$ cat config.mk
export PLATFORM = sky130hd
export DESIGN_NAME = greedy_activity_selector_flat
export DESIGN_NICKNAME = d
export VERILOG_FILES = /design/src/sv/gas_pkg.sv /design/src/sv/gas_if.sv /design/src/sv/greedy_activity_selector.sv /design/src/flat_wrapper.sv
export SDC_FILE = /design/constraint.sdc
export NUM_CORES = 2
export LEC_CHECK = 0
export BUFFER_PORTS_ARGS = -buffer_cell sky130_fd_sc_hd__clkbuf_2
export CAP_MARGIN = 10
export CORE_MARGIN = 10
export CORE_UTILIZATION = 40
export CTS_BUF_LIST = sky130_fd_sc_hd__clkbuf_16
export DETAILED_ROUTE_END_ITERATION = 6
export PLACE_DENSITY = 0.64
export SYNTH_ARGS = -nofsm -noshare
export SYNTH_HDL_FRONTEND = slang
export SYNTH_SLANG_ARGS = --single-unit
$ cat constraint.sdc
create_clock -name clk -period 7.4 [get_ports clk]
set_clock_uncertainty 0.15 [all_clocks]
set_input_delay 0.37 -clock clk [delete_from_list [all_inputs] [get_ports clk]]
set_output_delay 0.37 -clock clk [all_outputs]
set_load 0.1 [all_outputs]
$ cat src/sv/gas_pkg.sv
// Package for the greedy activity selector.
// Holds sizes, the controller state type and the time type; no dependencies.
`default_nettype none
package gas_pkg;
	localparam int MAX_ACT = 64;
	localparam int IDX_W   = $clog2(MAX_ACT);
	localparam int CNT_W   = IDX_W + 1;
	localparam int TIME_W  = 16;

	typedef logic [TIME_W-1:0] time_t;
	typedef logic [IDX_W-1:0]  idx_t;
	typedef logic [CNT_W-1:0]  cnt_t;

	typedef enum logic [8:0] {
		ST_LOAD   = 9'b000000001,
		ST_KEY_RD = 9'b000000010,
		ST_KEY    = 9'b000000100,
		ST_SH_RD  = 9'b000001000,
		ST_SH_CMP = 9'b000010000,
		ST_SC_ORD = 9'b000100000,
		ST_SC_DAT = 9'b001000000,
		ST_SC_EVL = 9'b010000000,
		ST_FLUSH  = 9'b100000000
	} state_t;
endpackage
`default_nettype wire

$ cat src/sv/gas_if.sv
// Request channel interfaces for activities in and picks out.
// Depends on gas_pkg for the time and count types.
`default_nettype none
interface gas_act_if import gas_pkg::*; ();
	logic  valid;
	logic  ready;
	time_t start_time;
	time_t end_time;
	logic  last_item;
	modport source (output valid, start_time, end_time, last_item, input ready);
	modport sink (input valid, start_time, end_time, last_item, output ready);
endinterface

interface gas_pick_if import gas_pkg::*; ();
	logic  valid;
	logic  ready;
	time_t pick_start;
	time_t pick_end;
	cnt_t  sorted_position;
	cnt_t  pick_number;
	logic  last_result;
	modport source (output valid, pick_start, pick_end, sorted_position, pick_number,
		last_result, input ready);
	modport sink (input valid, pick_start, pick_end, sorted_position, pick_number,
		last_result, output ready);
endinterface
`default_nettype wire

$ cat src/sv/greedy_activity_selector.sv
// Greedy activity selector: loads a batch, insertion-sorts it in memory, scans it.
// Loading accepts one request per cycle. After the last request the insertion sort
// shifts each activity into place, one read-compare-write per shift through the order
// memory; then the scan reads the order, reads the data and evaluates each activity,
// ends with a flush of the last pick and waits on output stalls. Reset clears control
// state only; the memories need no clearing. Depends on gas_pkg and gas_if.
`default_nettype none
module greedy_activity_selector import gas_pkg::*; (
	input  wire logic   clk,
	input  wire logic   arst_n,
	input  wire logic   cfg_we,
	input  wire logic   cfg_wdata,
	gas_act_if.sink     act,
	gas_pick_if.source  pick
);
	// Storage.
	time_t start_mem [MAX_ACT];
	time_t end_mem   [MAX_ACT];
	idx_t  order_mem [MAX_ACT];
	time_t skey_mem  [MAX_ACT];

	state_t state_q;
	logic   mode_q, bmode_q;
	cnt_t   count_q, n_q, i_q, p_q, picks_q;
	idx_t   j_q;
	time_t  key_q, bound_q;
	time_t  start_rd_q, end_rd_q, skey_rd_q;
	idx_t   ord_rd_q;

	// Pending pick, emitted once the next one is known or the scan ends.
	logic  pend_q;
	time_t pend_start_q, pend_end_q;
	cnt_t  pend_pos_q, pend_num_q;

	// Output register.
	logic  ov_q;
	time_t o_start_q, o_end_q;
	cnt_t  o_pos_q, o_num_q;
	logic  o_last_q;

	logic  in_acc, out_free, sort_st, take, ord_we, out_load;
	idx_t  data_addr, ord_addr, scan_idx, ord_wa, ord_wd;
	time_t skey_wd;
	cnt_t  n_last;

	assign in_acc   = act.valid && act.ready;
	assign out_free = !ov_q || pick.ready;
	assign act.ready = (state_q == ST_LOAD);
	assign sort_st  = (state_q == ST_KEY_RD) || (state_q == ST_KEY) ||
		(state_q == ST_SH_RD) || (state_q == ST_SH_CMP);
	assign n_last   = n_q - cnt_t'(1);
	assign scan_idx = bmode_q ? idx_t'(n_last - p_q) : p_q[IDX_W-1:0];

	// The output register loads when a pending pick moves out.
	assign out_load = ((state_q == ST_SC_EVL) && take && pend_q && out_free) ||
		((state_q == ST_FLUSH) && out_free);

	// Read address selection.
	assign data_addr = sort_st ? i_q[IDX_W-1:0] : ord_rd_q;
	assign ord_addr  = sort_st ? (j_q - idx_t'(1)) : scan_idx;

	// Scan decision on the activity just read.
	always_comb begin
		if (p_q == '0) begin
			take = 1'b1;
		end else if (bmode_q) begin
			take = (end_rd_q <= bound_q);
		end else begin
			take = (start_rd_q >= bound_q);
		end
	end

	// Sort write port: shift an entry up or drop the current one in place.
	always_comb begin
		ord_we  = 1'b0;
		ord_wa  = j_q;
		ord_wd  = i_q[IDX_W-1:0];
		skey_wd = key_q;
		if (state_q == ST_SH_RD && j_q == '0) begin
			ord_we = 1'b1;
		end else if (state_q == ST_SH_CMP) begin
			ord_we = 1'b1;
			if (skey_rd_q > key_q) begin
				ord_wd  = ord_rd_q;
				skey_wd = skey_rd_q;
			end
		end
	end

	// Data memories: written on load, read for keys and scan.
	always_ff @(posedge clk) begin
		if (in_acc && count_q < cnt_t'(MAX_ACT)) begin
			start_mem[count_q[IDX_W-1:0]] <= act.start_time;
			end_mem[count_q[IDX_W-1:0]]   <= act.end_time;
		end
		start_rd_q <= start_mem[data_addr];
		end_rd_q   <= end_mem[data_addr];
	end

	// Order and sorted key memories.
	always_ff @(posedge clk) begin
		if (ord_we) begin
			order_mem[ord_wa] <= ord_wd;
			skey_mem[ord_wa]  <= skey_wd;
		end
		ord_rd_q  <= order_mem[ord_addr];
		skey_rd_q <= skey_mem[ord_addr];
	end

	// Mode register.
	always_ff @(posedge clk or negedge arst_n) begin
		if (!arst_n) begin
			mode_q <= 1'b0;
		end else if (cfg_we) begin
			mode_q <= cfg_wdata;
		end
	end

	// Controller.
	always_ff @(posedge clk or negedge arst_n) begin
		if (!arst_n) begin
			state_q <= ST_LOAD;
			count_q <= '0;
			n_q     <= '0;
			i_q     <= '0;
			j_q     <= '0;
			p_q     <= '0;
			picks_q <= '0;
			bound_q <= '0;
			bmode_q <= 1'b0;
			pend_q  <= 1'b0;
			ov_q    <= 1'b0;
		end else begin
			ov_q <= out_load || (ov_q && !pick.ready);
			case (state_q)
				ST_LOAD: begin
					if (in_acc) begin
						if (act.last_item) begin
							n_q     <= (count_q < cnt_t'(MAX_ACT)) ?
								count_q + cnt_t'(1) : count_q;
							count_q <= '0;
							picks_q <= '0;
							bmode_q <= mode_q;
							i_q     <= '0;
							state_q <= ST_KEY_RD;
						end else if (count_q < cnt_t'(MAX_ACT)) begin
							count_q <= count_q + cnt_t'(1);
						end
					end
				end
				ST_KEY_RD: begin
					state_q <= ST_KEY;
				end
				ST_KEY: begin
					key_q   <= bmode_q ? start_rd_q : end_rd_q;
					j_q     <= i_q[IDX_W-1:0];
					state_q <= ST_SH_RD;
				end
				ST_SH_RD: begin
					if (j_q == '0) begin
						i_q     <= i_q + cnt_t'(1);
						p_q     <= '0;
						state_q <= (i_q + cnt_t'(1) == n_q) ? ST_SC_ORD : ST_KEY_RD;
					end else begin
						state_q <= ST_SH_CMP;
					end
				end
				ST_SH_CMP: begin
					if (skey_rd_q > key_q) begin
						j_q     <= j_q - idx_t'(1);
						state_q <= ST_SH_RD;
					end else begin
						i_q     <= i_q + cnt_t'(1);
						p_q     <= '0;
						state_q <= (i_q + cnt_t'(1) == n_q) ? ST_SC_ORD : ST_KEY_RD;
					end
				end
				ST_SC_ORD: begin
					state_q <= ST_SC_DAT;
				end
				ST_SC_DAT: begin
					state_q <= ST_SC_EVL;
				end
				ST_SC_EVL: begin
					if (!(take && pend_q && !out_free)) begin
						if (take) begin
							if (pend_q) begin
								o_start_q <= pend_start_q;
								o_end_q   <= pend_end_q;
								o_pos_q   <= pend_pos_q;
								o_num_q   <= pend_num_q;
								o_last_q  <= 1'b0;
							end
							pend_q       <= 1'b1;
							pend_start_q <= start_rd_q;
							pend_end_q   <= end_rd_q;
							pend_pos_q   <= p_q + cnt_t'(1);
							pend_num_q   <= picks_q + cnt_t'(1);
							picks_q      <= picks_q + cnt_t'(1);
							bound_q      <= bmode_q ? start_rd_q : end_rd_q;
						end
						p_q     <= p_q + cnt_t'(1);
						state_q <= (p_q + cnt_t'(1) == n_q) ? ST_FLUSH : ST_SC_ORD;
					end
				end
				ST_FLUSH: begin
					if (out_free) begin
						o_start_q <= pend_start_q;
						o_end_q   <= pend_end_q;
						o_pos_q   <= pend_pos_q;
						o_num_q   <= pend_num_q;
						o_last_q  <= 1'b1;
						pend_q    <= 1'b0;
						state_q   <= ST_LOAD;
					end
				end
				default: begin
					state_q <= ST_LOAD;
				end
			endcase
		end
	end

	assign pick.valid           = ov_q;
	assign pick.pick_start      = o_start_q;
	assign pick.pick_end        = o_end_q;
	assign pick.sorted_position = o_pos_q;
	assign pick.pick_number     = o_num_q;
	assign pick.last_result     = o_last_q;

	// The load counter never passes the batch capacity.
	a_count_cap: assert property (@(posedge clk) disable iff (!arst_n)
		count_q <= cnt_t'(MAX_ACT)) else $error("load count overflow");

	// Picks never outnumber scanned positions.
	a_picks_le_pos: assert property (@(posedge clk) disable iff (!arst_n)
		picks_q <= p_q || sort_st || state_q == ST_LOAD) else $error("pick count too large");

	// A scan always ends with a pending pick to flush.
	a_flush_pend: assert property (@(posedge clk) disable iff (!arst_n)
		state_q == ST_FLUSH |-> pend_q) else $error("flush without pick");
endmodule
`default_nettype wire
$ cat src/flat_wrapper.sv
// flat-port wrapper written by rule: the top's interface ports become plain ports
module greedy_activity_selector_flat import gas_pkg::*;
  (clk, arst_n, cfg_we, cfg_wdata, act_valid, act_start_time, act_end_time, act_last_item, act_ready, pick_valid, pick_pick_start, pick_pick_end, pick_sorted_position, pick_pick_number, pick_last_result, pick_ready);
  gas_act_if act_i ();
  gas_pick_if pick_i ();
  input  wire logic clk;
  input  wire logic arst_n;
  input  wire logic cfg_we;
  input  wire logic cfg_wdata;
  input wire logic [$bits(act_i.valid)-1:0] act_valid;
  input wire logic [$bits(act_i.start_time)-1:0] act_start_time;
  input wire logic [$bits(act_i.end_time)-1:0] act_end_time;
  input wire logic [$bits(act_i.last_item)-1:0] act_last_item;
  output wire logic [$bits(act_i.ready)-1:0] act_ready;
  output wire logic [$bits(pick_i.valid)-1:0] pick_valid;
  output wire logic [$bits(pick_i.pick_start)-1:0] pick_pick_start;
  output wire logic [$bits(pick_i.pick_end)-1:0] pick_pick_end;
  output wire logic [$bits(pick_i.sorted_position)-1:0] pick_sorted_position;
  output wire logic [$bits(pick_i.pick_number)-1:0] pick_pick_number;
  output wire logic [$bits(pick_i.last_result)-1:0] pick_last_result;
  input wire logic [$bits(pick_i.ready)-1:0] pick_ready;
  assign act_i.valid = act_valid;
  assign act_i.start_time = act_start_time;
  assign act_i.end_time = act_end_time;
  assign act_i.last_item = act_last_item;
  assign act_ready = act_i.ready;
  assign pick_valid = pick_i.valid;
  assign pick_pick_start = pick_i.pick_start;
  assign pick_pick_end = pick_i.pick_end;
  assign pick_sorted_position = pick_i.sorted_position;
  assign pick_pick_number = pick_i.pick_number;
  assign pick_last_result = pick_i.last_result;
  assign pick_i.ready = pick_ready;
  greedy_activity_selector u_core (.clk(clk), .arst_n(arst_n), .cfg_we(cfg_we), .cfg_wdata(cfg_wdata), .act(act_i), .pick(pick_i));
endmodule
# Word level (Yosys, flattened, before mapping)
# Memories as Yosys holds them, arrays and structs flattened. A register that Yosys moved wholly into a read port is not among the register bits.
# Index checks and enable logic that the tools add are counted.
dict set report classes {
  n_addsub 7
  magnitude_cmp 4
  n_eq_ne 20
  n_mux 72
  bitwise_logic 1
  n_reduce_logical 38
}
# operator count
set ops {}
lappend ops {{2-to-1 mux 16 bit} 12}
lappend ops {{2-to-1 mux 7 bit} 19}
lappend ops {{case mux 9 bit (9 select lines)} 1}
lappend ops {{case mux 16 bit (2 select lines)} 2}
lappend ops {{2-to-1 mux 9 bit} 7}
lappend ops {{2-to-1 mux 6 bit} 8}
lappend ops {{case mux 7 bit (2 select lines)} 3}
lappend ops {{case mux 7 bit (3 select lines)} 2}
lappend ops {{adder 7 x 1 -> 7 bit, second input constant} 4}
lappend ops {{greater-or-equal comparator 16 bit} 1}
lappend ops {{greater-than comparator 16 bit} 1}
lappend ops {{less-or-equal comparator 16 bit} 1}
lappend ops {{AND reduction 4 bit} 4}
lappend ops {{2-to-1 mux 1 bit} 15}
lappend ops {{== test 7 bit} 2}
lappend ops {{!= test 2 bit, second input constant} 6}
lappend ops {{case mux 6 bit (2 select lines)} 1}
lappend ops {{subtractor 6 x 1 -> 6 bit, second input constant} 2}
lappend ops {{logical AND 1 bit} 10}
lappend ops {{AND reduction 5 bit} 2}
lappend ops {{== test 9 x 1 -> 1 bit, second input constant} 1}
lappend ops {{== test 9 x 2 -> 1 bit, second input constant} 1}
lappend ops {{== test 9 x 3 -> 1 bit, second input constant} 1}
lappend ops {{== test 9 x 4 -> 1 bit, second input constant} 1}
lappend ops {{19 further kinds} 35}
dict set report totals {
  regBits 179
  ram_bits 3456
  in_bits 39
  word_cells 168
  mem_count 4
}
# name words width read_ports rd_ports_with_merged_regs write_ports line_no
set memory_table {}
lappend memory_table {u_core.end_mem 64 16 1 1 1 greedy_activity_selector.sv:18} ;# time_t end_mem [MAX_ACT];
lappend memory_table {u_core.skey_mem 64 16 1 1 1 greedy_activity_selector.sv:20} ;# time_t skey_mem [MAX_ACT];
lappend memory_table {u_core.start_mem 64 16 1 1 1 greedy_activity_selector.sv:17} ;# time_t start_mem [MAX_ACT];
lappend memory_table {u_core.order_mem 64 6 1 1 1 greedy_activity_selector.sv:19} ;# idx_t order_mem [MAX_ACT];

# Logic depth before layout (Yosys ltp)
dict set report logic_depth {
  word_depth 8
  mapped_depth 15
  depth_no_buf 13
}

# Worst setup path after synthesis
# No wires, ideal clock.
dict set report synth_timing {
  path_kind {reg2reg}
  start {register u_core.bound_q[1]}
  end {register u_core.o_last_q (netlist: u_core.pick.last_result) (enable)}
  setup_time_ns 0.510
  arrival_time_ns 5.191
  setup_slack_ns 1.549
  path_stages_with_launch 12
  path_buffers 0
  path_cell_list {dfrtp_1 > inv_1 > ha_1 > nor2b_1 > o21a_1 > o21a_1 > o21bai_1 > a21oi_1 > o31ai_1 > and3_1 > a21oi_1 > nor3_1}
}
dict set report synth_between {
  elab_chain_len 7
  word_cells_on_any_way 9
  cone_classes {order compare: 2; eq/ne: 2; mux: 2; reduce/logical: 3}
}
# element line_no
set synth_rtl {}
lappend synth_rtl {{start, declared} greedy_activity_selector.sv:26} ;# time_t key_q, bound_q;
lappend synth_rtl {{start signal, assigned} greedy_activity_selector.sv:200} ;# bound_q <= bmode_q ? start_rd_q : end_rd_q;
lappend synth_rtl {{greater-or-equal comparator 16 bit / less-or-equal comparator 16 bit (equally long branches)} {greedy_activity_selector.sv:69, greedy_activity_selector.sv:67}}
lappend synth_rtl {{2-to-1 mux 1 bit *} greedy_activity_selector.sv:66} ;# end else if (bmode_q) begin
lappend synth_rtl {{2-to-1 mux 1 bit *} greedy_activity_selector.sv:64} ;# if (p_q == '0) begin
lappend synth_rtl {{logical AND 1 bit (2 in a row)} greedy_activity_selector.sv:185} ;# if (!(take && pend_q && !out_free)) begin
lappend synth_rtl {{!= test 2 bit (no source line)} -}
lappend synth_rtl {{AND reduction 6 bit (no source line) *} -}
lappend synth_rtl {{end signal, assigned} greedy_activity_selector.sv:192} ;# o_last_q <= 1'b0;
lappend synth_rtl {{end signal, assigned} greedy_activity_selector.sv:212} ;# o_last_q <= 1'b1;
lappend synth_rtl {{end, declared} greedy_activity_selector.sv:39} ;# logic o_last_q;
# Mark *: on every way between the ends. The rest lies on a longest branch, timed or not.
# A chain may end at the register's enable or synchronous reset.

# Final worst setup path
dict set report layout_timing {
  start {register u_core.state_q[5]}
  end {register u_core.end_rd_q[1], read port of u_core.end_mem}
}
dict set report layout_between {
  elab_chain_len 5
  word_cells_on_any_way 8
  cone_classes {eq/ne: 4; mux: 1; reduce/logical: 3}
}
# element line_no
set layout_rtl {}
lappend layout_rtl {{start, declared} greedy_activity_selector.sv:22} ;# state_t state_q;
lappend layout_rtl {{start signal, assigned} greedy_activity_selector.sv:163} ;# state_q <= (i_q + cnt_t'(1) == n_q) ? ST_SC_ORD : ST_KEY_RD;
lappend layout_rtl {{start signal, assigned} greedy_activity_selector.sv:175} ;# state_q <= (i_q + cnt_t'(1) == n_q) ? ST_SC_ORD : ST_KEY_RD;
lappend layout_rtl {{start signal, assigned} greedy_activity_selector.sv:203} ;# state_q <= (p_q + cnt_t'(1) == n_q) ? ST_FLUSH : ST_SC_ORD;
lappend layout_rtl {{== test 9 x 2 -> 1 bit / == test 9 x 3 -> 1 bit (equally long branches)} greedy_activity_selector.sv:49} ;# assign sort_st = (state_q == ST_KEY_RD) || (state_q == ST_KEY) ||
lappend layout_rtl {{logical OR 1 bit (2 in a row)} greedy_activity_selector.sv:49}
lappend layout_rtl {{logical OR 1 bit *} greedy_activity_selector.sv:50} ;# (state_q == ST_SH_RD) || (state_q == ST_SH_CMP);
lappend layout_rtl {{2-to-1 mux 6 bit *} greedy_activity_selector.sv:59} ;# assign data_addr = sort_st ? i_q[IDX_W-1:0] : ord_rd_q;
lappend layout_rtl {{end, declared} greedy_activity_selector.sv:27} ;# time_t start_rd_q, end_rd_q, skey_rd_q;
# Marks and branches as above.

==> results.yml <==
pwr:
  powerDensity_mw_per_mm2: 383
  peakVddDrop_mv: 0.491
  p_leak_nw: 54.6
status:
  violations: "design-rule violations"
  outcome: "finished, violations left"
critical_path:
  end_kind: "register"
  critPathMostFrequentCell: "buf_4"
  critPathKind: "register to register"
  arrival_ns: 6.06
  crit_fanout: 35
  critPathLaunchType: "register"
  worst-path-buf-inv: 2
  path_cells: "nor3_1 > nand3_1 > nor2_4 > nand3b_1 > nand2_4 > buf_4 > buf_4 > a222oi_1 > and3_1 > a31oi_1 > nand4_1"
  cp_top_family: "simple AND/OR/NAND/NOR gates"
  critPathMaxStageDelay_ns: 0.77
  slowest_stage: "nor2_4"
  required_ns: 7.86
  r2r_slack_ns: 1.80
grt:
  grt_overflow_total: 0
  antenna_found_initial: 26
  grt_max_degree: 191
  grt_use_total: 0.202
  grt_first_pass_wirelength_mm: 588
  grt_pass1_vias: 85315
yosys:
  synth_nets: 10186
  async_flop_share: 0.0190
  ys_seq_area_frac: 0.760
  syn_area_sq_mm: 0.145
  yosysUniqueCellTypes: 79
  syn_avg_cell_area_sq_um: 14.3
  yosysTopAreaCellShare: 0.740
  ys_top_cells_by_count: "edfxtp_1 (3565), nand2_1 (2816), nand3_1 (544)"
  synth_top_area_cell: "edfxtp_1"
  syn_inst: 10087
  synth_edf_count: 3565
  ys_warn_count: 0
  yosys-top-cells-area: "edfxtp_1 (74%), nand2_1 (7.3%), mux2i_1 (2.5%)"
  ys_ff_latch: 3689
  synth_ff_type: "edfxtp_1"
  yosys.cell_count.top_type: "edfxtp_1"
floorplanning:
  rows: 220
  fp.dieW_um: 621
  start_util: 0.402
  core_sq_mm: 0.360
  die_h_um: 621
  dieArea_sq_mm: 0.386
  num_io_pins: 88
clock_tree:
  cts-buffers-inserted: 349
  numClockSinks: 3689
  post_cts_buffers: 0
  ctsRootBufferMaster: "clkbuf_16"
  ctsHoldBuffers: 20
  clk_latency_ns: 0.90
  cts.clk_slew.worst_paths_ns: 0.07
  cts_tree: "built"
  cts_buffer_depth: 4
  ctsResizeCount: 0
  h-tree-depth: 5
routing:
  first_iter_violations: 11645
  wl_mm: 410
  viasPerCell: 5.80
  vias: 88529
  drtAntennaViolNets: 0
  drt_first_pass_iters: 7
  drc_errors: 3
  wl_per_cell_um: 26.9
worst_hold_path:
  hold_class: "primary input to register"
placed_design:
  placed_area_sq_mm: 0.151
  dpl.hpwl_mm: 226
  io_buffers: 87
  gp_congestion: 0.858
cells_and_area:
  post-route-cell-area_sq_mm: 0.163
  drive_gt1_frac: 0.102
  num-fill-cells: 30836
  syn_to_final_growth_pct: 12.3
  final_nets: 10296
sta:
  slew_violations: 0
  fin_setup_tns_ns: 0
  finalHoldViolCount: 0
  fin_crit_sh: 0.756
  setup_viol: 0
  timing.slew.headroom: 0.116
  fin_crit_ns: 5.60
  tightest_slew_ns: 1.31
  fmax_mhz: 179
  rsz0062_at_grt: "false"
job:
  cap_violations: 0
-- worst reg2reg max path: cells and delay by family, from the launching register on --
family	cells	cell delay (ns)
AO/OA/AOI/OAI	2	0.71
buffers and inverters	2	0.84
flip-flops	1	0.41
AND/OR/NAND/NOR	7	3.19
-- cell type report --
type                            instances  area [sq um]  area share
Timing Repair Buffer                  401          3170      0.0195
Clock inverter                        263          1820      0.0112
Sequential cell                      3689        110000       0.676
Tap cell                             4773          5970      0.0367
Antenna cell                            8          20.0    0.000123
Clock buffer                          362          9060      0.0557
Inverter                               49           184     0.00113
Multi-Input combinational cell       5707         32400       0.199
-- per-layer routing --
layer / up-vias / part of all wire / global-route usage / wire (um)
li1: 38267 / - / - / -
met3: 857 / 0.089 / 0.0352 / 36600
met1: 44843 / 0.38 / 0.259 / 156000
met5: - / 0.00029 / 0 / 117
met4: 10 / 0.049 / 0.0893 / 20300
met2: 4552 / 0.48 / 0.337 / 197000
-- state kept, by name (all words and copies together), names as in the netlist, 16 cells and up --
name / count
u_core.pend_end_q: 16
u_core.start_rd_q: 16
u_core.skey_mem: 1024
u_core.order_mem: 384
u_core.pick.pick_start: 16
u_core.pick.pick_end: 16
u_core.key_q: 16
u_core.bound_q: 16
u_core.skey_rd_q: 16
u_core.end_rd_q: 16
u_core.end_mem: 1024
u_core.start_mem: 1024
u_core.pend_start_q: 16
-- cells by family after synthesis --
logic type,Yosys count,synth area share
buf+inv,691,0.0234
compound gates,924,0.0519
simple gates,4278,0.129
mux,404,0.0283
xor+xnor,41,0.00248
fa+ha+maj,60,0.00524
flops,3689,0.760
-- final timing paths --
kind / startpoint / end / depth (start not counted)
max: u_core.state_q[5] / u_core.end_rd_q[1] / 11
min: act_end_time[6] / u_core.end_mem[41][6] / 2
max reg2reg: u_core.state_q[5] / u_core.end_rd_q[1] / 11
min reg2reg: u_core.pend_end_q[12] / u_core.pick.pick_end[12] / 0
max in group asynchronous: arst_n / u_core.j_q[0] / 2
min in group asynchronous: arst_n / u_core.mode_q / 2
-- layout by cell type, fill, tap and decap left out, drive strengths merged, types with 5 or more instances in the layout --
cell,netlist,final
o31ai,14,14
and3,307,307
diode,0,8
o21a,11,11
nand3b,18,18
nor2b,16,16
a21o,9,9
nand2,2819,2819
mux2i,362,362
bufinv,0,25
dfxtp,54,54
buf,415,295
clkinvlp,0,6
a31oi,141,141
clkinv,1,136
dlygate4sd3,0,20
or3,7,7
a32o,50,50
xor2,16,16
nor2,190,190
a21oi,40,40
edfxtp,3565,3565
inv,48,145
a311oi,266,266
nor3,41,41
mux2,42,42
a222oi,32,32
ha,59,59
o21ai,52,52
nand4,265,265
and4,33,33
and2,11,11
dfrtp,69,69
o41ai,66,66
a32oi,217,217
nand3,544,544
o211ai,5,5
nand2b,9,9
clkbuf,227,448
xnor2,25,25
-- per-stage QoR --
| stage | worst slack [ns] | power (W) | util | std cells | hold slack [ns] |
|---|---|---|---|---|---|
| after floorplan | 1.55 | 0.0373 | - | 10087 | -0.0756 |
| after global placement | 1.46 | 0.0447 | 0.421 | 14590 | 0.253 |
| after detailed placement | 1.85 | 0.0450 | 0.421 | 14597 | 0.255 |
| after CTS | 1.81 | 0.0621 | 0.452 | 15242 | 0.000795 |
| after global routing | 1.75 | 0.0645 | 0.452 | 15246 | 0.0424 |
| final | 1.80 | 0.0622 | 0.452 | 15252 | 0.0218 |
-- report_power, final --
group | switching, W | internal [W] | total [W] | leakage [nW]
combinational | 0.0152 | 0.00590 | 0.0211 | 15.4
sequential | 0.000593 | 0.0232 | 0.0238 | 33.5
clock | 0.00761 | 0.00970 | 0.0173 | 5.68
total | 0.0234 | 0.0388 | 0.0622 | 54.6
No activity file was read; power rests on OpenSTA's default activity.
